<file path="config.mk">
export PLATFORM = sky130hd
export DESIGN_NAME = lnv_queue
export DESIGN_NICKNAME = d
export VERILOG_FILES = /design/src/hw/rtl/lnv_queue.sv
export SDC_FILE = /design/constraint.sdc
export NUM_CORES = 1
export LEC_CHECK = 0
export ABC_CLOCK_PERIOD_IN_PS = 2000
export BUFFER_PORTS_ARGS = -buffer_cell sky130_fd_sc_hd__buf_2
export CORE_MARGIN = 8
export CORE_UTILIZATION = 48
export CTS_CLUSTER_SIZE = 30
export DETAILED_ROUTE_END_ITERATION = 8
export GPL_ROUTABILITY_DRIVEN = 0
export PLACE_DENSITY = 0.71
export SKIP_CTS_REPAIR_TIMING = 1
export SYNTH_ARGS = -nofsm -noshare
export SYNTH_HDL_FRONTEND = slang
export SYNTH_SLANG_ARGS = --single-unit
</file>
<file path="constraint.sdc">
create_clock -name clk_i -period 2 [get_ports clk_i]
set_input_delay 0.2 -clock clk_i [delete_from_list [all_inputs] [get_ports clk_i]]
set_output_delay 0.2 -clock clk_i [all_outputs]
set_load 0.01 [all_outputs]
</file>
<file path="src/hw/rtl/lnv_queue.sv">
// ----------------------------------------------------------------------------
// lnv_queue
// Small job queue between the sample front end and the compute back end.
// ----------------------------------------------------------------------------
module lnv_queue #(
  parameter int WIDTH = 8,
  parameter int DEPTH = 2
) (
  input  logic             clk_i,
  input  logic             rst_ni,
  input  logic             push_i,
  input  logic [WIDTH-1:0] push_data_i,
  output logic             full_o,
  input  logic             pop_i,
  output logic             empty_o,
  output logic [WIDTH-1:0] pop_data_o
);
  localparam int PW = (DEPTH > 1) ? $clog2(DEPTH) : 1;
  localparam int CW = $clog2(DEPTH + 1);

  logic [WIDTH-1:0] slot_q [DEPTH];
  logic [PW-1:0]    wptr_q, rptr_q;
  logic [CW-1:0]    cnt_q;

  assign full_o     = (cnt_q == CW'(DEPTH));
  assign empty_o    = (cnt_q == '0);
  assign pop_data_o = slot_q[rptr_q];

  function automatic logic [PW-1:0] ptr_inc(input logic [PW-1:0] p);
    ptr_inc = (p == PW'(DEPTH - 1)) ? '0 : p + PW'(1);
  endfunction

  always_ff @(posedge clk_i) begin
    if (push_i && !full_o) begin
      slot_q[wptr_q] <= push_data_i;
    end
  end

  always_ff @(posedge clk_i or negedge rst_ni) begin
    if (!rst_ni) begin
      wptr_q <= '0;
      rptr_q <= '0;
      cnt_q  <= '0;
    end else begin
      if (push_i && !full_o) begin
        wptr_q <= ptr_inc(wptr_q);
      end
      if (pop_i && !empty_o) begin
        rptr_q <= ptr_inc(rptr_q);
      end
      cnt_q <= cnt_q + CW'(push_i && !full_o) - CW'(pop_i && !empty_o);
    end
  end

  a_no_push_full: assert property (@(posedge clk_i) disable iff (!rst_ni)
    push_i |-> !full_o)
    else $error("job pushed into a full queue");

endmodule

</file>
==> Word-level counts from Yosys, hierarchy flattened <==
Memories as Yosys holds them, arrays and structs flattened.
Index checks and enable logic that the tools add are counted.
{ "word_totals": {"latch_bits": 0, "wordCells": 18, "n_memories": 1, "output_inout_bits": 10, "rom_bits": 0, "ramBits": 16, "ff_bits": 4, "input_bits": 12} }
{ "memory_table": {"columns": ["name", "words", "width", "rd", "rd_ports_with_merged_regs", "write_ports", "line_no", "text"], "rows": [
  ["slot_q", 2, 8, 1, 0, 1, "21", "logic [WIDTH-1:0] slot_q [DEPTH];"]
]} }
{ "op_classes": {"add_sub_neg": 4, "eq_ne": 1, "multipliers": 0, "div_mod_pow": 0, "shifts": 0, "reduce_logical": 5, "bitwise": 0, "order_cmp": 0, "mux": 4} }
{ "op_table": {"columns": ["cell", "n"], "rows": [
  ["$mux 1", 4],
  ["$add 1x1->1 const B", 2],
  ["$add 2x1->2", 1],
  ["$eq 2x2->1 const B", 1],
  ["$logic_and 1x1->1", 2],
  ["$logic_not 1->1", 2],
  ["$logic_not 2->1", 1],
  ["$sub 2x1->2", 1]
]} }

==> Longest topological paths before layout <==
Gate-level depths: netlist of the first run.
{ "depth": {"depth_word": 5, "ltp_mapped": 7} }

==> Worst setup path before layout of the first run <==
No wires, ideal clock.
{ "synth_path": {"path_type": "register -> register", "start": "register cnt_q[0]", "end": "register cnt_q[1]", "stages_incl_launch_ff": 8, "n_path_buf": 0, "arrival_time_ps": 1352, "path_slack_ps": 525, "setup_ps": 123, "cell_sequence": "dfrtp_1 > nor2_2 > nor2b_2 > ha_1 > inv_1 > ha_1 > xnor2_1 > xnor2_1"} }
{ "synth_rtl": {"columns": ["element", "line_no", "text"], "rows": [
  ["from (decl)", "23", "logic [CW-1:0] cnt_q;"],
  ["from (signal assigned)", "51", "cnt_q <= cnt_q + CW'(push_i && !full_o) - CW'(pop_i && !empty_o);"],
  ["$logic_not 2->1", "26", "assign empty_o = (cnt_q == '0);"],
  ["net empty_o", "15", "output logic empty_o,"],
  ["$logic_not 1->1", "51", null],
  ["$logic_and 1x1->1", "51", null],
  ["$sub 2x1->2", "51", null]
]} }
The timed path passes the listed nets, and every way through them passes these cells.
A chain may end at the register's enable or synchronous reset.

==> Worst setup path in the final report of the first run <==
{ "layout_path": {"start": "register rptr_q", "end": "output port pop_data_o[4]"} }
{ "layout_via": {"elab_chain_cells": 1} }
{ "layout_lines": {"columns": ["element", "line_no", "text"], "rows": [
  ["from (decl)", "22", "logic [PW-1:0] wptr_q, rptr_q;"],
  ["from (signal assigned)", "49", "rptr_q <= ptr_inc(rptr_q);"],
  ["$mem_v2 2x8", null, null],
  ["to (decl)", "16", "output logic [WIDTH-1:0] pop_data_o"]
]} }
No other way between the ends.

==> qor.csv, run 1 <==
metric;value;unit
status;complete, no violations;
min-delay-start;push_data_i[1];
synth_mux_area_share;11.5;%
clkLatencyLatePin;0.29;ns
leakagePower;0.000399;uW
grt_max_degree;12;
port_buffers;21;
via_per_inst;4.78;
nFillCells;122;
die_x;56.4;um
wl_per_cell;15.0;um
worst_slew_pin_slew;0.370;ns
maxSlewHeadroom;75.3;%
power_density;1400;nW/um^2
hold_slack;0.0912;ns
io_pins;22;
grt_pass1_vias;453;
setup_viol;0;
yosysWarnings;0;
die-area;3180;sq um
period_minus_slack;1.60;ns
wl;1.27;mm
drtAntennaViolNets;0;
final_nets;84;
clock-sinks;20;
required;1.80;ns
seq_area_frac_synth;74.0;%
grt_use_total;8.15;%
final_hold_viol_count;0;
synth_compound_area_share;0;%
r2r_slack;0.43;ns
drv_slew;0;
rr_endpoint;cnt_q[1]$_DFF_PN0_;
synth_fp_nets;57;
place_area;906;sq um
antenna_found_initial;0;
clk_pin_slew;0.10;ns
crit_fanout;9;
setup_tns;0;ns
cts_max_path_buffers;2;
clock.fmax;0.626;GHz
reg2reg_from;cnt_q[1]$_DFF_PN0_;
startpoint_type;register;
numCtsBuffers;3;
layout_common_cells;buf_2, edfxtp_1, mux2_2, dfrtp_1;
antenna_cells;0;
hold_depth;1;
cp_top_family;flip-flops;
crit_chain;mux2_2 > buf_2;
whs_endpoint;slot_q[0][1]$_DFFE_PP_;
final_area;952;sq um
grt_pass1_wl;2.03;mm
synth_top_family_by_area;multiplexers;
peakVddDrop;952;uV
finalClockSkew;0.00186;ns
start_util;51.5;%
cp_slowest_cell;dfrtp_1;
min_period_over_period;79.8;%
layout-drive-gt1-share;52.2;%
syn-instance-count;43;
cp_slowest_stage_delay;0.58;ns
synthAdderAreaFrac;3.19;%
crit_type;reg2out;
synth.distinct_cells;14;
final_common_cell;buf_2;
synth_area_per_cell;18.2;sq um
root_buffer;clkbuf_4;
num_vias;406;
endpoint_kind;output pin;
hold_path_class;in2reg;
h-tree-depth;1;
yosys_register_bits;20;
drt_iter0_markers;9;
die_h;56.4;um
area_delta_synth_final;21.4;%
fin_util;62.5;%
drv_cap;0;
syn_area;785;sq um
drc_errors;0;
cts_tree;built;
drtPass1Iterations;2;
rsz0062_at_grt;no;
rows;14;
cp_num_cells;2;
core_area;1520;sq um
p_total;1330;uW
rr_worst_depth;7;
overflow;0;
yosys.area_share.simple;4.47;%
synth_xor_xnor_area_share;4.47;%
worstPathArrival;1.40;ns
crit_buf_inv;1;
flip-flops by register name, summed over array words and instances (netlist names):
signal and cells:
slot_q 16, wptr_q 1, cnt_q 2, rptr_q 1
layout make-up:
class                   instances  area (sq um)  share of cell area [%]
flip-flops and latches         20           581                    61.0
clock buffers                   4          36.3                    3.81
multi-input cells              20           185                    19.4
inverters                       2          7.51                   0.788
well taps                      16          20.0                    2.10
repair buffers                 23           123                    12.9
routing by layer:
metal  GRT usage, %  wire length [um]  vias up
li1               -                 -      207
met1           7.67               480      185
met4           3.09                13        0
met2           14.6               686       12
met3           4.04                91        2
met5              0                 0        -
kinds of logic after synthesis:
| logic type | after synthesis |
|---|---|
| buf+inv | 3 |
| simple gates | 6 |
| xor+xnor | 4 |
| mux | 8 |
| fa+ha+maj | 2 |
| flops | 20 |
worst reg2reg max path, delay by kind of cell, from the launching register on:
family,cells,cell delay (ns)
buffers and inverters,1,0.04
DFF,1,0.42
adders and majority gates,2,0.46
and+or+nand+nor,2,0.25
xor gates and xnor gates,2,0.33
power by group:
group	leakage [uW]	internal, uW	switching, uW
clock network	0.0000210	111	111
registers	0.000195	582	76.1
logic	0.000183	232	218
Yosys cell counts:
| cell type | instances | area share, % |
|---|---|---|
| nor2b_2 | 1 | 1.1 |
| nor2_1 | 1 | 0.48 |
| xnor2_1 | 3 | 3.3 |
| buf_6 | 1 | 1.4 |
| xor2_1 | 1 | 1.1 |
| mux2_2 | 8 | 11 |
| nand2b_1 | 1 | 0.80 |
| edfxtp_1 | 16 | 61 |
| inv_1 | 2 | 0.96 |
| and3_1 | 1 | 0.80 |
| dfrtp_1 | 4 | 13 |
| ha_1 | 2 | 3.2 |
| nor2_2 | 1 | 0.80 |
| nand2_1 | 1 | 0.48 |
stage by stage:
stage                     setup WS, ns  instances
after detailed placement         0.441         80
final                            0.403         85
after CTS                        0.379         84
after global placement           0.493         80
after floorplan                  0.525         43
after global routing             0.323         85
how the worst max path moves through the flow:
stage	from	end
after CTS	rptr_q$_DFFE_PN0P_	pop_data_o[1]
after global routing	rptr_q$_DFFE_PN0P_	pop_data_o[1]
after floorplan	cnt_q[0]$_DFF_PN0_	cnt_q[1]$_DFF_PN0_
after detailed placement	cnt_q[0]$_DFF_PN0_	cnt_q[1]$_DFF_PN0_
after global placement	cnt_q[0]$_DFF_PN0_	cnt_q[1]$_DFF_PN0_
final	rptr_q$_DFFE_PN0P_	pop_data_o[4]
Note: power is estimated with default switching activity, not from simulation.
==> run 2: changes to the inputs <==
- ABC_CLOCK_PERIOD_IN_PS: 2000 -> 1500
- clock period: 2 -> 1.5 ns (I/O delays scaled with it)
==> run 2 against run 1 <==
  * Sequential cell count unchanged
  * Largest power group unchanged
  * Critical path type is now reg2reg
  * Core utilization increased by 4.5 points
  * Global-route usage up 0.18 points
  * Final area rose by 7.2%
  * First-iteration DRC count shrank 44%
  * Cell count increased by 3.5%
==> qor.csv, run 2 (synthesized netlist as in run 1, its figures left out) <==
metric;value;unit;change
setup_viol;0;;unchanged
clock-sinks;20;;unchanged
cts_max_path_buffers;2;;unchanged
wl_met1;499;um;+4.0%
top_regs;slot_q (16), cnt_q (2);;
endpoint_kind;register;;
grt_pass1_wl;2.08;mm;+2.7%
num_vias;447;;+10%
min_period_over_period;98.9;%;
dr.max_layer_used;met3;;
die-area;3180;sq um;unchanged
die_x;56.4;um;unchanged
status;complete, no violations;;
clock.fmax;0.674;GHz;
drv_cap;0;;unchanged
crit_fanout;3;;-6
drtAntennaViolNets;0;;unchanged
crit_type;reg2reg;;
nFillCells;108;;-11%
period_minus_slack;1.48;ns;
finalClockSkew;0.00355;ns;+0.00169 ns
via_per_inst;5.08;;+6.3%
setup_tns;0;ns;unchanged
finalWorstSetupSlack;0.0166;ns;-0.387 ns
port_buffers;21;;unchanged
grt_max_degree;12;;unchanged
worst_slew_pin_slew;0.371;ns;+0.000983 ns
cts_tree;built;;
place_area;921;sq um;+1.7%
io_pins;22;;unchanged
dr_wl_met2;782;um;+14%
root_buffer;clkbuf_4;;
startpoint_type;register;;
overflow;0;;unchanged
worstPathArrival;1.69;ns;+0.29 ns
power_density;1890;nW/um^2;+35%
wl;1.35;mm;+5.9%
grt_use_total;8.32;%;+0.18 points
hpwl;966;um;
rows;14;;unchanged
layout_common_cells;buf_2, edfxtp_1, mux2_2, buf_4;;
final_area;1020;sq um;+7.2%
required;1.71;ns;-0.09 ns
largest_register_ffs;16;;unchanged
core_area;1520;sq um;unchanged
final_common_cell;buf_2;;
layout-drive-gt1-share;65.3;%;+13 points
grt_pass1_vias;499;;+10%
die_h;56.4;um;unchanged
area_delta_synth_final;30.1;%;
hold_path_class;in2reg;;
antenna_found_initial;0;;unchanged
final_hold_viol_count;0;;unchanged
leakagePower;0.000416;uW;+4.3%
peakVddDrop;1320;uV;+39%
place_ws;0.0431;ns;-0.398 ns
p_total;1930;uW;+45%
h-tree-depth;1;;unchanged
hold_slack;0.0460;ns;-0.0452 ns
maxSlewHeadroom;75.2;%;about the same
final_nets;87;;+3.6%
wl_met3;65;um;-29%
numCtsBuffers;3;;unchanged
drv_slew;0;;unchanged
antenna_cells;0;;unchanged
drtPass1Iterations;2;;unchanged
top_register;slot_q;;
wl_per_cell;15.3;um;+2.3%
clk_pin_slew;0.10;ns;about the same
drc_errors;0;;unchanged
start_util;51.5;%;unchanged
drt_iter0_markers;5;;-4
clkLatencyLatePin;0.28;ns;about the same
-- run 2: metal layers --
metal	up-vias	track usage (%)
met4	0	3.09
met1	224	7.38
met2	10	14.9
met3	0	4.94
li1	213	-
met5	-	0
-- run 2: area by class of cell --
cell class / count / area [sq um] / share of cell area (%)
clock buffers: 4 / 26.3 / 2.57
well taps: 16 / 20.0 / 1.96
multi-input cells: 20 / 238 / 23.3
inverters: 2 / 7.51 / 0.735
flip-flops and latches: 20 / 584 / 57.2
repair buffers: 26 / 145 / 14.2
-- run 2: worst paths after layout --
path	slack, ns	cells after the start	from	end
min in group asynchronous	0.20	2	rst_ni	wptr_q$_DFFE_PN0N_
max in group asynchronous	1.16	2	rst_ni	rptr_q$_DFFE_PN0P_
hold / removal	0.05	1	push_data_i[0]	slot_q[0][0]$_DFFE_PP_
setup reg to reg	0.02	7	cnt_q[0]$_DFF_PN0_	cnt_q[1]$_DFF_PN0_
hold reg to reg	0.51	1	wptr_q$_DFFE_PN0N_	wptr_q$_DFFE_PN0N_
setup / recovery	0.02	7	cnt_q[0]$_DFF_PN0_	cnt_q[1]$_DFF_PN0_
-- run 2: stage by stage --
stage | instances | utilization, %
after CTS | 86 | 62.2
after detailed placement | 82 | 60.4
after global placement | 82 | 60.4
after floorplan | 43 | -
final | 88 | 67.0
after global routing | 88 | 67.0
-- run 2: worst max-delay path, stage by stage (launching register included) --
cell,delay (ns)
dfrtp_2,0.46
nor2_4,0.13
nor2b_2,0.07
ha_4,0.26
inv_2,0.04
ha_4,0.15
xnor2_2,0.18
xnor2_1,0.13
-- run 2: where the power goes --
part           leakage, uW  switching (uW)  internal [uW]
Sequential        0.000192             129            785
Clock            0.0000150             145            103
Combinational     0.000209             338            428
Total             0.000416             612           1320
==> run 3: changes to the inputs <==
- ABC_CLOCK_PERIOD_IN_PS: 1500 -> 1400
- clock period: 1.5 -> 1.4 ns (I/O delays scaled with it)
==> run 3 against run 2 <==
  * The run now ends with negative setup slack left
  * Clock skew down 0.0028 ns
  * Combinational power is 48% higher
  * Wire length rose by 1.6%
  * Clock power is 84% higher
  * Critical endpoint unchanged
  * Largest cell class unchanged
==> qor.csv, run 3 (synthesized netlist as in run 1, its figures left out) <==
metric;value;unit;change
wl_per_cell;14.7;um;-3.8%
drc_errors;0;;unchanged
h-tree-depth;1;;unchanged
grt_max_degree;13;;+1
antenna_cells;0;;unchanged
rsz0062_at_grt;yes;;
violations;negative setup slack;;
grt_use_total;8.29;%;-0.031 points
wl_met1;499;um;unchanged
hold_slack;0.0272;ns;-0.0188 ns
cts_tree;built;;
crit_type;reg2reg;;
drt_iter0_markers;10;;+5
cp_top_family;flip-flops;;
worst_slew_pin_slew;0.143;ns;-0.229 ns
numCtsBuffers;3;;unchanged
rows;14;;unchanged
period_minus_slack;1.46;ns;-0.0192 ns
clock-sinks;20;;unchanged
crit_buf_inv;1;;unchanged
via_per_inst;4.97;;-2.2%
startpoint_type;register;;
drv_slew;0;;unchanged
final_common_cell;edfxtp_1;;
clkLatencyLatePin;0.29;ns;about the same
min_period_over_period;105;%;+5.7 points
io_pins;22;;unchanged
peakVddDrop;1360;uV;+3.2%
worstPathArrival;1.69;ns;about the same
crit_chain;nor2_4 > nor2b_2 > ha_4 > inv_2 > ha_4 > xnor2_2 > xnor2_1;;
die_h;56.4;um;unchanged
die-area;3180;sq um;unchanged
final_nets;92;;+5.7%
die_x;56.4;um;unchanged
layout_common_cells;edfxtp_1, buf_2, buf_6, buf_4, mux2_2;;
port_buffers;21;;unchanged
finalWorstSetupSlack;-0.0642;ns;-0.0808 ns
required;1.62;ns;-0.09 ns
clk_pin_slew;0.11;ns;about the same
hold_path_class;in2reg;;
power_density;2200;nW/um^2;+17%
finalClockSkew;0.000759;ns;-0.00279 ns
leakagePower;0.000485;uW;+17%
antenna_found_initial;0;;unchanged
largest_register_ffs;16;;unchanged
top_register;slot_q;;
cp_common_cell;ha_4;;
drtPass1Iterations;4;;+2
wl;1.37;mm;+1.6%
endpoint_kind;register;;
grt_pass1_vias;497;;-0.40%
maxSlewHeadroom;90.4;%;+15 points
cp_slowest_stage_delay;0.47;ns;about the same
fin_util;75.7;%;+8.7 points
layout-drive-gt1-share;70.1;%;+4.9 points
core_area;1520;sq um;unchanged
clock.fmax;0.683;GHz;+1.3%
nFillCells;102;;-5.6%
dr.max_layer_used;met3;;
hpwl;977;um;+1.1%
area_delta_synth_final;47.0;%;
cp_slowest_cell;dfrtp_2;;
drv_cap;0;;unchanged
drtAntennaViolNets;0;;unchanged
final_hold_viol_count;0;;unchanged
status;complete, but fails checks;;
num_vias;462;;+3.4%
setup_viol;7;;+7
grt_pass1_wl;2.14;mm;+2.7%
crit_fanout;3;;unchanged
dp_cells;84;;+2.4%
overflow;0;;unchanged
root_buffer;clkbuf_4;;
dr_wl_met2;790;um;+1.0%
top_regs;slot_q (16), cnt_q (2);;
cts_max_path_buffers;2;;unchanged
stdcell_count;93;;+5.7%
wl_met3;79;um;+22%
start_util;51.5;%;unchanged
## run 3: changes by cell type in the layout (fill, tap and decap cells not counted), sizes merged
cell and change:
buf +5, bufinv +1, clkbuf -1
## run 3: metrics by stage
stage          power [uW]  instance area (sq um)  setup TNS, ns  setup slack [ns]
2_1_floorplan        1440                    801        -0.0567           -0.0567
3_3_place_gp         1690                    952        -0.0446           -0.0446
3_5_place_dp         1720                    952         -0.114            -0.114
4_1_cts              2170                   1000          -1.37            -0.163
5_1_grt              2680                   1150         -0.620            -0.128
6_report             2540                   1150         -0.174           -0.0642
## run 3: final cells by class
class,instances,area (sq um),area share [%]
inverter,2,7.51,0.651
clock buffer,3,22.5,1.95
multi-input combinational,20,251,21.8
timing repair buffer,31,238,20.6
tap,16,20.0,1.74
clock inverter,1,30.0,2.60
sequential,20,584,50.7
## run 3: worst paths after layout
path,from,end,slack (ns),cells after the start
setup / recovery,cnt_q[0]$_DFF_PN0_,cnt_q[1]$_DFF_PN0_,-0.06,7
hold / removal,push_data_i[4],slot_q[0][4]$_DFFE_PP_,0.03,1
setup reg to reg,cnt_q[0]$_DFF_PN0_,cnt_q[1]$_DFF_PN0_,-0.06,7
hold reg to reg,wptr_q$_DFFE_PN0N_,wptr_q$_DFFE_PN0N_,0.52,1
max in group asynchronous,rst_ni,rptr_q$_DFFE_PN0P_,1.10,2
min in group asynchronous,rst_ni,cnt_q[1]$_DFF_PN0_,0.17,2
## run 3: power breakdown
group          leakage [uW]  internal (uW)  switching (uW)
Sequential         0.000192            840             111
Combinational      0.000265            684             450
Clock             0.0000279            289             167
## run 3: routing by layer
| layer | vias to the layer above | GRT usage, % |
|---|---|---|
| li1 | 223 | - |
| met5 | - | 0 |
| met2 | 10 | 15.2 |
| met3 | 0 | 4.72 |
| met4 | 0 | 2.06 |
| met1 | 229 | 7.56 |
