<file path="src/hw/rtl/lnv_pkg.sv">
// ----------------------------------------------------------------------------
// lnv_pkg
// Shared types and constants of the vector layer normalization block.
// ----------------------------------------------------------------------------
package lnv_pkg;

  localparam int DATA_BITS   = 16;
  localparam int FRAC_BITS   = 8;
  localparam int MAX_LEN_DEF = 64;
  localparam int CFG_W       = 16;
  localparam int CFG_IDX_W   = 2;
  // Inverse standard deviation is 2^32 / s, with s >= 256, so it fits 25 bits.
  localparam int INV_W       = 25;
  localparam int INV_NUM_W   = 33;

  typedef enum logic [CFG_IDX_W-1:0] {
    CFG_GAIN   = 2'd0,
    CFG_OFFSET = 2'd1,
    CFG_FLOOR  = 2'd2
  } cfg_idx_e;

  typedef struct packed {
    logic signed [DATA_BITS-1:0] sample;
    logic                        end_of_vector;
  } lnv_in_t;

  typedef struct packed {
    logic signed [DATA_BITS-1:0] norm_value;
    logic                        final_result;
    logic                        truncated;
  } lnv_out_t;

  typedef enum logic [3:0] {
    S_IDLE,
    S_MEAN_GO,
    S_MEAN_WAIT,
    S_VAR_RD,
    S_VAR_SQ,
    S_VAR_ACC,
    S_VAR_GO,
    S_VAR_WAIT,
    S_SQRT,
    S_INV_GO,
    S_INV_WAIT,
    S_OUT_RD,
    S_OUT_MUL,
    S_OUT_NRM,
    S_OUT_Y,
    S_OUT_EMIT
  } back_state_e;

endpackage

</file>
<file path="src/hw/rtl/lnv_front.sv">
// ----------------------------------------------------------------------------
// lnv_front
// Accepts samples, stores them, keeps the running sum and closes vectors.
// ----------------------------------------------------------------------------
module lnv_front #(
  parameter int MAX_LEN = lnv_pkg::MAX_LEN_DEF
) (
  input  logic                                          clk_i,
  input  logic                                          rst_ni,
  input  logic                                          in_valid_i,
  output logic                                          in_ready_o,
  input  lnv_pkg::lnv_in_t                              in_data_i,
  output logic                                          push_o,
  output logic [$clog2(MAX_LEN+1)-1:0]                  push_n_o,
  output logic signed [lnv_pkg::DATA_BITS+$clog2(MAX_LEN)-1:0] push_sum_o,
  output logic                                          push_trunc_o,
  input  logic                                          queue_full_i,
  input  logic                                          job_done_i,
  input  logic [$clog2(MAX_LEN)-1:0]                    rd_addr_i,
  output logic signed [lnv_pkg::DATA_BITS-1:0]          rd_data_o
);
  import lnv_pkg::*;

  localparam int CW = $clog2(MAX_LEN + 1);
  localparam int AW = $clog2(MAX_LEN);
  localparam int SW = DATA_BITS + AW;

  logic signed [DATA_BITS-1:0] mem_q [MAX_LEN];
  logic [CW-1:0]               count_q, count_inc;
  logic signed [SW-1:0]        sum_q, sum_inc;
  logic                        hold_q;
  logic                        accept, close;

  assign in_ready_o = !hold_q && !queue_full_i;
  assign accept     = in_valid_i && in_ready_o;
  assign count_inc  = count_q + CW'(1);
  assign sum_inc    = sum_q + SW'(in_data_i.sample);
  assign close      = in_data_i.end_of_vector || (count_inc == CW'(MAX_LEN));

  assign push_o       = accept && close;
  assign push_n_o     = count_inc;
  assign push_sum_o   = sum_inc;
  assign push_trunc_o = !in_data_i.end_of_vector;

  always_ff @(posedge clk_i) begin
    if (accept) begin
      mem_q[count_q[AW-1:0]] <= in_data_i.sample;
    end
    rd_data_o <= mem_q[rd_addr_i];
  end

  // The store is shared with the back end, so a closed vector blocks new
  // samples until its last result has entered the back end's output register.
  always_ff @(posedge clk_i or negedge rst_ni) begin
    if (!rst_ni) begin
      count_q <= '0;
      sum_q   <= '0;
      hold_q  <= 1'b0;
    end else begin
      if (accept) begin
        if (close) begin
          count_q <= '0;
          sum_q   <= '0;
          hold_q  <= 1'b1;
        end else begin
          count_q <= count_inc;
          sum_q   <= sum_inc;
        end
      end else if (job_done_i) begin
        hold_q <= 1'b0;
      end
    end
  end

  a_count_range: assert property (@(posedge clk_i) disable iff (!rst_ni)
    count_q < CW'(MAX_LEN))
    else $error("sample count reached the store depth");

endmodule

</file>
<file path="config.mk">
export PLATFORM = sky130hd
export DESIGN_NAME = lnv_front
export DESIGN_NICKNAME = d
export VERILOG_FILES = /design/src/hw/rtl/lnv_pkg.sv /design/src/hw/rtl/lnv_front.sv
export SDC_FILE = /design/constraint.sdc
export NUM_CORES = 1
export LEC_CHECK = 0
export BUFFER_PORTS_ARGS = -buffer_cell sky130_fd_sc_hd__buf_2
export CAP_MARGIN = 20
export CELL_PAD_IN_SITES_DETAIL_PLACEMENT = 1
export CELL_PAD_IN_SITES_GLOBAL_PLACEMENT = 1
export CORE_ASPECT_RATIO = 1.2
export CORE_MARGIN = 2
export CORE_UTILIZATION = 35
export CTS_CLUSTER_DIAMETER = 120
export CTS_CLUSTER_SIZE = 28
export DETAILED_ROUTE_END_ITERATION = 7
export PLACE_DENSITY = 0.59
export SETUP_SLACK_MARGIN = 0.2
export SYNTH_ARGS = -nofsm -noshare
export SYNTH_HDL_FRONTEND = slang
export SYNTH_SLANG_ARGS = --single-unit
</file>
<file path="constraint.sdc">
create_clock -name clk_i -period 6.33 [get_ports clk_i]
set_input_delay 1.266 -clock clk_i [delete_from_list [all_inputs] [get_ports clk_i]]
set_output_delay 1.266 -clock clk_i [all_outputs]
set_load 0.02 [all_outputs]
</file>
## Yosys cells after proc, flatten, opt, wreduce, memory -nomap -nowiden

Memory sizes are Yosys's and may differ from the RTL's. A register that Yosys moved wholly into a read port is not among the register bits.
Cells that the tools add are included.

| storage, ports and cells | value |
|---|---|
| memories kept | 1 |
| output and inout bits | 48 |
| bits in registers | 30 |
| memory bits (writable) | 1024 |

| operators by class | value |
|---|---|
| $add $sub $neg | 2 |
| multiplexer cells | 7 |
| reductions and logical operators | 9 |
| eq/ne operators | 2 |

Memories:

| name | words | bits a word | read ports | clocked after Yosys merged registers in | write ports | line | text |
|---|---|---|---|---|---|---|---|
| mem_q | 64 | 16 | 1 | 1 | 1 | lnv_front.sv:28 | `logic signed [DATA_BITS-1:0] mem_q [MAX_LEN];` |

Operators with widths:

| operator | number |
|---|---|
| adder 22 x 16 -> 22 bit | 1 |
| 2-to-1 mux 22 bit | 1 |
| adder 7 x 1 -> 7 bit, second input constant | 1 |
| equality test 7 bit, second input constant | 1 |
| 2-to-1 mux 7 bit | 1 |
| 2-to-1 mux 1 bit | 5 |
| logical AND 1 bit | 3 |
| zero test 1 bit | 3 |
| != test 2 x 1 -> 1 bit, second input constant | 1 |
| AND reduction 2 bit | 1 |
| nonzero test 2 bit | 1 |
| logical OR 1 bit | 1 |

## Depth between registers and ports, before layout

Gate-level depths: netlist (run 1).

| depth | value |
|---|---|
| depth in word-level cells | 5 |
| depth in mapped cells | 9 |
| depth with buffers taken out | 9 |

## Worst setup path after synthesis (run 1)

No wires, ideal clock.

| timing path | value |
|---|---|
| kind | input-to-output |
| start | input port in_data_i[1] in the netlist's numbering |
| end | output port push_sum_o[14] in the netlist's numbering |
| data arrival time | 3.246 ns |
| path buffers | 0 |
| cell stages on the path | 8 |
| required time | 5.064 ns |
| slack | 1.818 ns |
| cells stage by stage | ha_1 fa_1 a211oi_1 nor2_1 o22ai_1 a21o_1 nor2_1 nor3_1 |

| between the ends | value |
|---|---|
| cells in the longest elaborated chain, start to end | 1 |

Ends and longest elaborated chain:

| element | line | text |
|---|---|---|
| start: declaration | lnv_front.sv:12 | `input lnv_pkg::lnv_in_t in_data_i,` |
| adder 22 x 16 -> 22 bit | lnv_front.sv:37 | `assign sum_inc = sum_q + SW'(in_data_i.sample);` |
| end: declaration | lnv_front.sv:15 | `output logic signed [lnv_pkg::DATA_BITS+$clog2(MAX_LEN)-1:0] push_sum_o,` |

No other way between the ends.

## Worst setup path in the final report (run 1)

| timing path | value |
|---|---|
| start | input port in_data_i[16] in the netlist's numbering |
| end | output port push_sum_o[21] in the netlist's numbering |

The elaborated chain is that of the path after synthesis.

==> results, run 1 <==
- The layer with the highest usage is met2.
- The final setup skew is 0.0291 ns.
- The fraction of synthesized cell area taken by the top area cell type is 0.733.
- Setup repair after global routing left no endpoint under its margin.
- The TritonCTS clock tree is done.
- The worst relative slew slack is 0.159.
- The routed via count divided by cell count is about 5.4.
- Of the total power, combinational logic draws 0.140.
- After clock tree synthesis, the flow added hold-fix buffers numbering 0.
- The number of nets in the layout is 2,063.
- The length of the first detailed-routing pass in iterations is 5.
- For this run, the top clock speed supported by timing is approximately 190 MHz.
- The HPWL after detailed placement is 62,800 um.
- In the final layout, the multi-input gates occupy just under 10,000 um2.
- The number of distinct standard cells referenced by the synthesized netlist is 55.
- The final period demand of the worst path is 5.24 ns.
- The share of power burned in the clock network is 0.264.
- The number of buffers created by CTS is 44.
- Synthesis produced a netlist whose cell count is about 1.9k.
- Gates resized during post-CTS repair numbered 0.
- The met2 routing resource usage after global routing is 0.316.
- In the final timing run, aggregate negative setup slack is 0 ns.
- Of the available clock period, the critical path in the final layout requires 0.827.
- The analysis attributes to cell leakage a power of roughly 14 nW.
- The buffer count from post-CTS setup fixing is 0.
- The hold violation total from the final report was 0.
- The worst register-to-register path begins at hold_q.
- The library cell used most frequently in the layout, excluding fill and tap cells, is sky130_fd_sc_hd__edfxtp_1.
- The die is approximately 380 um tall.
- Counting cells, the worst reg-to-reg path comes to 7.
- The initial DRC count is 1,854.
- The dominant cell type by area after synthesis is sky130_fd_sc_hd__edfxtp_1.
- At the pin with the least slew margin, the transition time is 1.25 ns.
- The Yosys step of the flow raised 0 warnings.
- After clock tree synthesis, the clock-pin slew on the worst setup and hold paths is roughly 0.11 ns.
- The number of antenna violations at the first check in global routing is 7.
- Counting every net in the synthesized netlist gives 1,939.
- The number of inserted filler cells in the final layout is 11.4k.
- Counting flops and latches in the post-synthesis netlist gives about 1.1k.
- The clock root buffer master is sky130_fd_sc_hd__clkbuf_16.
- The pre-CTS setup slack is roughly 1.1 ns.
- The arrival time at the worst endpoint is between 3 and 4 ns.
- Dividing total power by cell area gives a power density of a little under 300 nW/um2.
- Cell internal power was estimated by the tool at 9.96 mW.
- The worst hold path was traced through 2 stages.
- The relative area change from synthesis to final layout is 9.75%.
- Of the total power, the share spent switching nets is 0.253.
- In the global route stage, overall resource usage came out at 0.177.
- Dividing the synthesized area by the synthesized cell count gives between 20 and 25 um2.
- The critical path is of the input pin to primary output type.
- STA classifies the critical path startpoint as an input pin.
- After synthesis the cells add up to between 40,000 and 50,000 um2.
- The via count of the routed design is just under 20k.
- The element type at the critical path end is a primary output.
- The number of buffers added on ports is 75.
- The clock tree synthesis step divided the H-tree into 2 levels.
- After floorplanning, the core was sized to cover between 100,000 and 150,000 um2.
- The portion of the post-synthesis area used by sequential elements is 0.758.
- The first global-routing pass estimated about 160,000 um of wire.
- The die covers 123,000 um2.
- After detailed routing, the average wire length per cell comes to between 20 and 30 um.
- The top flip-flop cell by instance count after synthesis is sky130_fd_sc_hd__edfxtp_1.
- The share of total power dissipated in sequential elements is 0.597.
- The final count of pins violating max slew is 0.
- The final weighted congestion in routability-driven placement is about 0.81.
- The final worst setup slack is 1.09 ns.
- Ranked by total cell area, the synthesized netlist is headed by sky130_fd_sc_hd__edfxtp_1 73%, sky130_fd_sc_hd__mux4_2 17%, sky130_fd_sc_hd__dfrtp_1 1.8%.
- The worst-case IR drop observed on VDD is around 0.22 mV.
- The flow ran to the end, and the final reports show no timing, DRC or antenna violations.
- The library cells used most frequently in the layout, excluding fill and tap cells, are 1,024 x sky130_fd_sc_hd__edfxtp_1, 320 x sky130_fd_sc_hd__mux4_2, 101 x sky130_fd_sc_hd__buf_4.
- After detailed routing, the number of remaining DRC violations is 0.
- For this run, global-route usage on met3 was measured as 0.0232.
- The number of clock sinks is roughly 1.1k.
- The tightest min-delay check is of the flip-flop to flip-flop type.
- The net switching power figure is 3.37 mW.
- The effective utilization at floorplan is 0.352.
- The endpoint identified for the worst register-to-register timing path is mem_q[13][1].
- From left edge to right edge, the die measures ~320 um.
- 76 I/O pins were placed.
- The count of nets left with antenna violations once routing finished came out at 0.
- In the final layout, the share of cells above drive strength 1 is 0.287.
- The maximum number of pins on one net before global-route repair is slightly below 90.
- The fraction of registers with async set or reset after synthesis is 0.0280.
- The clock passes through at most 3 buffers.
- Setup violations remaining at the end of the flow were counted as 0.
- Along the worst path, the maximum fanout reaches 40.
- The total overflow reported by the global router is 0.
- Summed over all layers, the routed wires come to about 110,000 um.
- The start point of the worst min-delay path is sum_q[4].
- The number of enable-type register cells in the synthesized netlist is 1,024.
- The worst hold path terminates at sum_q[4].
- The later pin in the worst-skew pair is clocked with a latency of ~0.64 ns.
- The register-to-register setup slack is between 3 and 4 ns.
- STA puts the critical path data required time at 5.06 ns.
- The number of global-route vias before repair is between 20k and 25k.
- Summing all flip-flop and latch instances after layout gives between 30,000 and 40,000 um2.
- Max-cap violations in this run came to 0.
- In the global route stage, met1 resource usage came out at 0.234.
- The standard-cell row count is 139.
-- worst max path at each step --
stage	endpoint	start	slack, ns	cells after the start
6_report	push_sum_o[21]	in_data_i[16]	1.09	9
5_1_grt	push_sum_o[21]	in_data_i[16]	0.83	9
4_1_cts	push_sum_o[21]	in_data_i[16]	1.11	9
3_5_place_dp	push_sum_o[21]	in_data_i[16]	1.14	9
3_3_place_gp	push_sum_o[21]	in_data_i[16]	1.18	9
2_1_floorplan	push_sum_o[14]	in_data_i[1]	1.82	8
-- area by class of cell --
| class | instances | area share |
|---|---|---|
| well taps | 1551 | 0.0421 |
| flip-flops and latches | 1070 | 0.691 |
| multi-input cells | 704 | 0.211 |
| clock buffers | 76 | 0.0270 |
| clock inverters | 4 | 0.00117 |
| repair buffers | 180 | 0.0272 |
| inverters | 11 | 0.000896 |
| diodes | 2 | 0.000109 |
-- sequential cells by signal, summed over array words and instances, names as in the netlist --
name       count
mem_q       1024
sum_q         22
rd_data_o     16
hold_q         1
count_q        7
-- critical path, cell delays in order --
cell,delay [ns]
sky130_fd_sc_hd__buf_2,0.62
sky130_fd_sc_hd__ha_1,0.47
sky130_fd_sc_hd__a21oi_1,0.20
sky130_fd_sc_hd__o21ai_0,0.17
sky130_fd_sc_hd__a221o_1,0.38
sky130_fd_sc_hd__a211oi_1,0.25
sky130_fd_sc_hd__xnor2_1,0.24
sky130_fd_sc_hd__xnor2_1,0.16
sky130_fd_sc_hd__buf_2,0.19
-- power by group through the flow --
stage               combinational (mW)  clock, mW  sequential (mW)
floorplan                         1.20          0             8.10
global placement                  1.84          0             8.12
detailed placement                1.88          0             8.12
CTS                               1.89       3.61             7.96
global route                      2.03       3.80             7.98
finish                            1.86       3.52             7.96
-- synth_stat cells, drive strengths merged, types with 11 or more instances --
library cell and n:
edfxtp 1024, xnor2 17, dfxtp 16, dfrtp 30
a21oi 35, buf 45, mux4 320, nand3 14
mux2i 16, clkbuf 57, nand2 44, nor2b 17
o21ai 32, inv 11, ha 23, a211oi 21
a22o 12, nor2 77
-- metal layers --
| metal | part of all wire | wire length (um) | vias up |
|---|---|---|---|
| li1 | - | - | 8150 |
| met3 | 0.046 | 4920 | 87 |
| met1 | 0.41 | 44400 | 10800 |
| met5 | 0.00028 | 30 | - |
| met2 | 0.52 | 56500 | 470 |
| met4 | 0.017 | 1840 | 4 |
-- through the flow --
stage           util  instance area (um2)  hold WS, ns  instances  power (mW)
2_1_floorplan      -                42000        0.450       1887        9.30
3_3_place_gp   0.375                44700        0.462       3513        9.96
3_5_place_dp   0.375                44800        0.481       3515        10.0
4_1_cts        0.386                46100        0.508       3595        13.5
5_1_grt        0.386                46100        0.545       3596        13.8
6_report       0.386                46100        0.500       3598        13.3
-- logic make-up (layout without fill, tap and decap cells) --
group,after synthesis,count (layout),synth area share
AO/OA/AOI/OAI,136,136,0.0212
XOR/XNOR,24,24,0.00501
adder cells (fa/ha/maj),24,24,0.00733
buffers and inverters,113,271,0.0125
flip-flops,1070,1070,0.758
multiplexers,338,338,0.176
other,0,2,0
AND/OR/NAND/NOR,182,182,0.0198
No activity file was read; power rests on OpenSTA's default activity.
==> inputs of run 2 (changes only) <==
PLACE_DENSITY = 0.61   (was 0.59)
clock period = 4.41 ns   (was 6.33 ns; I/O delays follow)
==> results, run 2 (synthesis results as in run 1) <==
- Of the available clock period, the critical path in the final layout requires 0.919.
- The number of antenna violations at the first check in global routing was 7 (unchanged).
- The share of total power in sequential cells is 0.596 (about the same).
- The hold violation total from the final report is 0 (unchanged).
- The wire length of the first global-routing pass is 154,000 um (-0.74%).
- The cell-internal power came to 14.3 mW (+43%).
- The maximum single-stage delay on the critical path is 0.38 ns (-0.24 ns).
- The register-to-register setup slack is 1.62 ns (-1.55 ns).
- The number of flip-flops in the largest register is 1,024 (unchanged).
- The number of placed I/O pins is 76 (unchanged).
- The depth of the worst register-to-register path is 4 (-3).
- The number of nets in the layout came to 2,100 (+1.8%).
- The post-CTS clock slew at the launch and capture registers of the worst setup and hold paths is 0.12 ns (about the same).
- The classification of the worst setup path is flip-flop to primary output.
- The highest fanout seen on the critical path was 3 (-93%).
- The switching portion of total power came to 0.255 (+0.00230).
- The net switching power figure came to 4.89 mW (+45%).
- The worst relative slew slack is 0.441 (+0.281).
- The startpoint identified for the worst register-to-register timing path is count_q[2].
- The core region area is 119,000 um2 (unchanged).
- The signal on the critical path passes through ha_1 -> fa_1 -> a211oi_1 -> nor2_1 -> o22ai_2 -> buf_4 -> o21ai_0 -> nor3_1 -> nor3_2 -> buf_2.
- The most common library cell in the layout ignoring fill and taps is sky130_fd_sc_hd__edfxtp_1.
- The share of cells above drive strength 1 was 0.304 (+0.0171).
- The power per unit of standard cell area is 413 nW/um2 (+43%).
- The clock latency of the later-clocked register in the worst-skew pair is 0.65 ns (about the same).
- The initial DRC count is 1,956 (+5.5%).
- The HPWL after detailed placement is 64,300 um (+2.4%).
- The number of clock sinks is 1,070 (unchanged).
- Among all stages on the critical path, the largest delay is contributed by sky130_fd_sc_hd__dfrtp_1.
- The die span in y came to 383 um (unchanged).
- The count of unresolved DRC violations after routing came to 0 (unchanged).
- TritonCTS built the clock tree.
- The number of buffers created by CTS is 44 (unchanged).
- The effective utilization at floorplan was 0.352 (unchanged).
- The number of hold buffers added after cts is 0 (unchanged).
- The run finished with clean final reports.
- The die footprint is 123,000 um2 (unchanged).
- Based on the critical path, the design can be clocked at up to 247 MHz.
- The end of the critical path is push_sum_o[14].
- The class of the most critical hold timing path is input pin to async pin.
- The length of the first detailed-routing pass in iterations was 4 (-1).
- The arrival time at the worst endpoint came to 3.17 ns (-0.80 ns).
- The reported leakage power is 14.4 nW (+1.4%).
- The instance area after placement is 45,100 um2 (+0.81%).
- The via count of the routed design is 19.7k (+1.1%).
- The relative area change from synthesis to final layout is 10.5%.
- The number of cells in the design after placement was 3,553 (+1.1%).
- The number of global-route vias before repair was 21.2k (+0.92%).
- The core occupancy in the finished layout is 0.389 (+0.00255).
- The total overflow reported by the global router is 0 (unchanged).
- The number of maximum-capacitance violations was 0 (unchanged).
- The number of diodes added for antenna fixing is 0 (-2).
- In the layout the commonest cells are 1,024 x sky130_fd_sc_hd__edfxtp_1, 320 x sky130_fd_sc_hd__mux4_2, 134 x sky130_fd_sc_hd__buf_4.
- The number of H-tree branching levels was 2 (unchanged).
- The share of power burned in the clock network is 0.257 (-0.007).
- The buffer levels on the longest clock path is 3 (unchanged).
- The non-filler instance count after layout is 3,619 (+0.58%).
- The final period demand of the worst path is 4.05 ns.
- The final count of pins violating max slew is 0 (unchanged).
- The cell area after layout is 46,400 um2 (+0.66%).
- The layer with the highest usage is met2.
- Setup repair after global routing could not meet its margin everywhere.
- The average detailed-routed wire length per instance is 29.6 um (-1.3%).
- The floorplan die width is 320 um (unchanged).
- The met1 layer usage reported by global route was 0.234 (-0.000457).
- The count of endpoints failing setup in the final report is 0 (unchanged).
- The final weighted congestion in routability-driven placement is 0.837 (+3.9%).
- The transition time of the tightest slew-check pin is 0.839 ns (-0.414 ns).
- The routed via count divided by cell count came to 5.44 (+0.54%).
- The post-layout total power is 19.1 mW (+44%).
- The post-route antenna net violation count is 0 (unchanged).
- The all-layer global routing usage is 0.175 (-0.00280).
- The terminus of the critical flop-to-flop path is mem_q[7][13].
- The setup TNS after final layout came to 0 ns (unchanged).
- The data required time of the worst path was 3.53 ns (-1.53 ns).
- The element type at the critical path end is a primary output.
- The critical path launch point is sum_q[0].
- The peak supply drop is 0.430 mV (+93%).
- The met2 routing resource usage after global routing is 0.306 (-0.00996).
- The maximum number of pins on one net before global-route repair is 65 (-25%).
- The worst setup path is launched from a flip-flop.
- The clock root buffer master is sky130_fd_sc_hd__clkbuf_16.
- The number of buffers added on ports is 75 (unchanged).
- The total wire length is 107,000 um (-0.74%).
- The standard-cell row count is 139 (unchanged).
- The global-route track usage on met3 was 0.0226 (-0.000580).
- The portion of total power attributed to combinational logic came to 0.146 (+0.006).
- The final setup skew is 0.0303 ns (+0.00120 ns).
run 2: cell count changes in the layout (fill, tap and decap cells not counted), moves of 2 or more:
cell                       delta
sky130_fd_sc_hd__buf_12       +8
sky130_fd_sc_hd__buf_4       +33
sky130_fd_sc_hd__nor2_1       -2
sky130_fd_sc_hd__clkbuf_1    -14
sky130_fd_sc_hd__inv_6        +2
sky130_fd_sc_hd__nor2_2       +2
sky130_fd_sc_hd__diode_2      -2
run 2: what timing repair did:
action,4_1_cts,5_1_grt
setup endpoints to repair,2,7
gates resized for setup,2,3
buffers inserted,0,0
run 2: cell type report:
cell class / instances / area, um2
clock buffers: 62 / 1190
clock inverters: 4 / 45.0
fillers: 11300 / 72900
inverters: 11 / 41.3
multi-input cells: 704 / 9730
flip-flops and latches: 1070 / 31800
well taps: 1551 / 1940
repair buffers: 217 / 1610
run 2: worst min-delay path by stage:
stage / from / endpoint / cells past startpoint
2_1_floorplan: hold_q / hold_q / 1
3_3_place_gp: hold_q / hold_q / 1
3_5_place_dp: hold_q / hold_q / 1
4_1_cts: rst_ni / count_q[6] / 1
5_1_grt: rst_ni / count_q[6] / 1
6_report: rst_ni / count_q[6] / 1
run 2: layer usage:
layer,part of all wire,wire [um]
met5,0.00028,30
met4,0.020,2090
met3,0.049,5210
met2,0.52,55200
met1,0.42,44400
run 2: metrics by stage:
step                hold WS, ns  setup WS (ns)
floorplan                 0.450          0.666
global placement          0.468          0.234
detailed placement        0.472          0.148
CTS                       0.273          0.233
global route              0.310          0.189
finish                    0.292          0.357
run 2: worst max-delay path: cells and delay by family (launching register included):
kind	cells	cell delay, ns
and+or+nand+nor	3	0.70
DFF	1	0.38
buffers and inverters	2	0.39
AOI/OAI and AO/OA	3	0.58
adders and majority gates	2	0.48
run 2: power by group through the flow:
stage | registers [mW] | logic (mW) | clock network, mW
5_1_grt | 11.4 | 3.00 | 5.34
3_3_place_gp | 11.6 | 2.73 | 0
4_1_cts | 11.4 | 2.82 | 5.07
6_report | 11.4 | 2.80 | 4.93
3_5_place_dp | 11.6 | 2.79 | 0
2_1_floorplan | 11.6 | 1.72 | 0
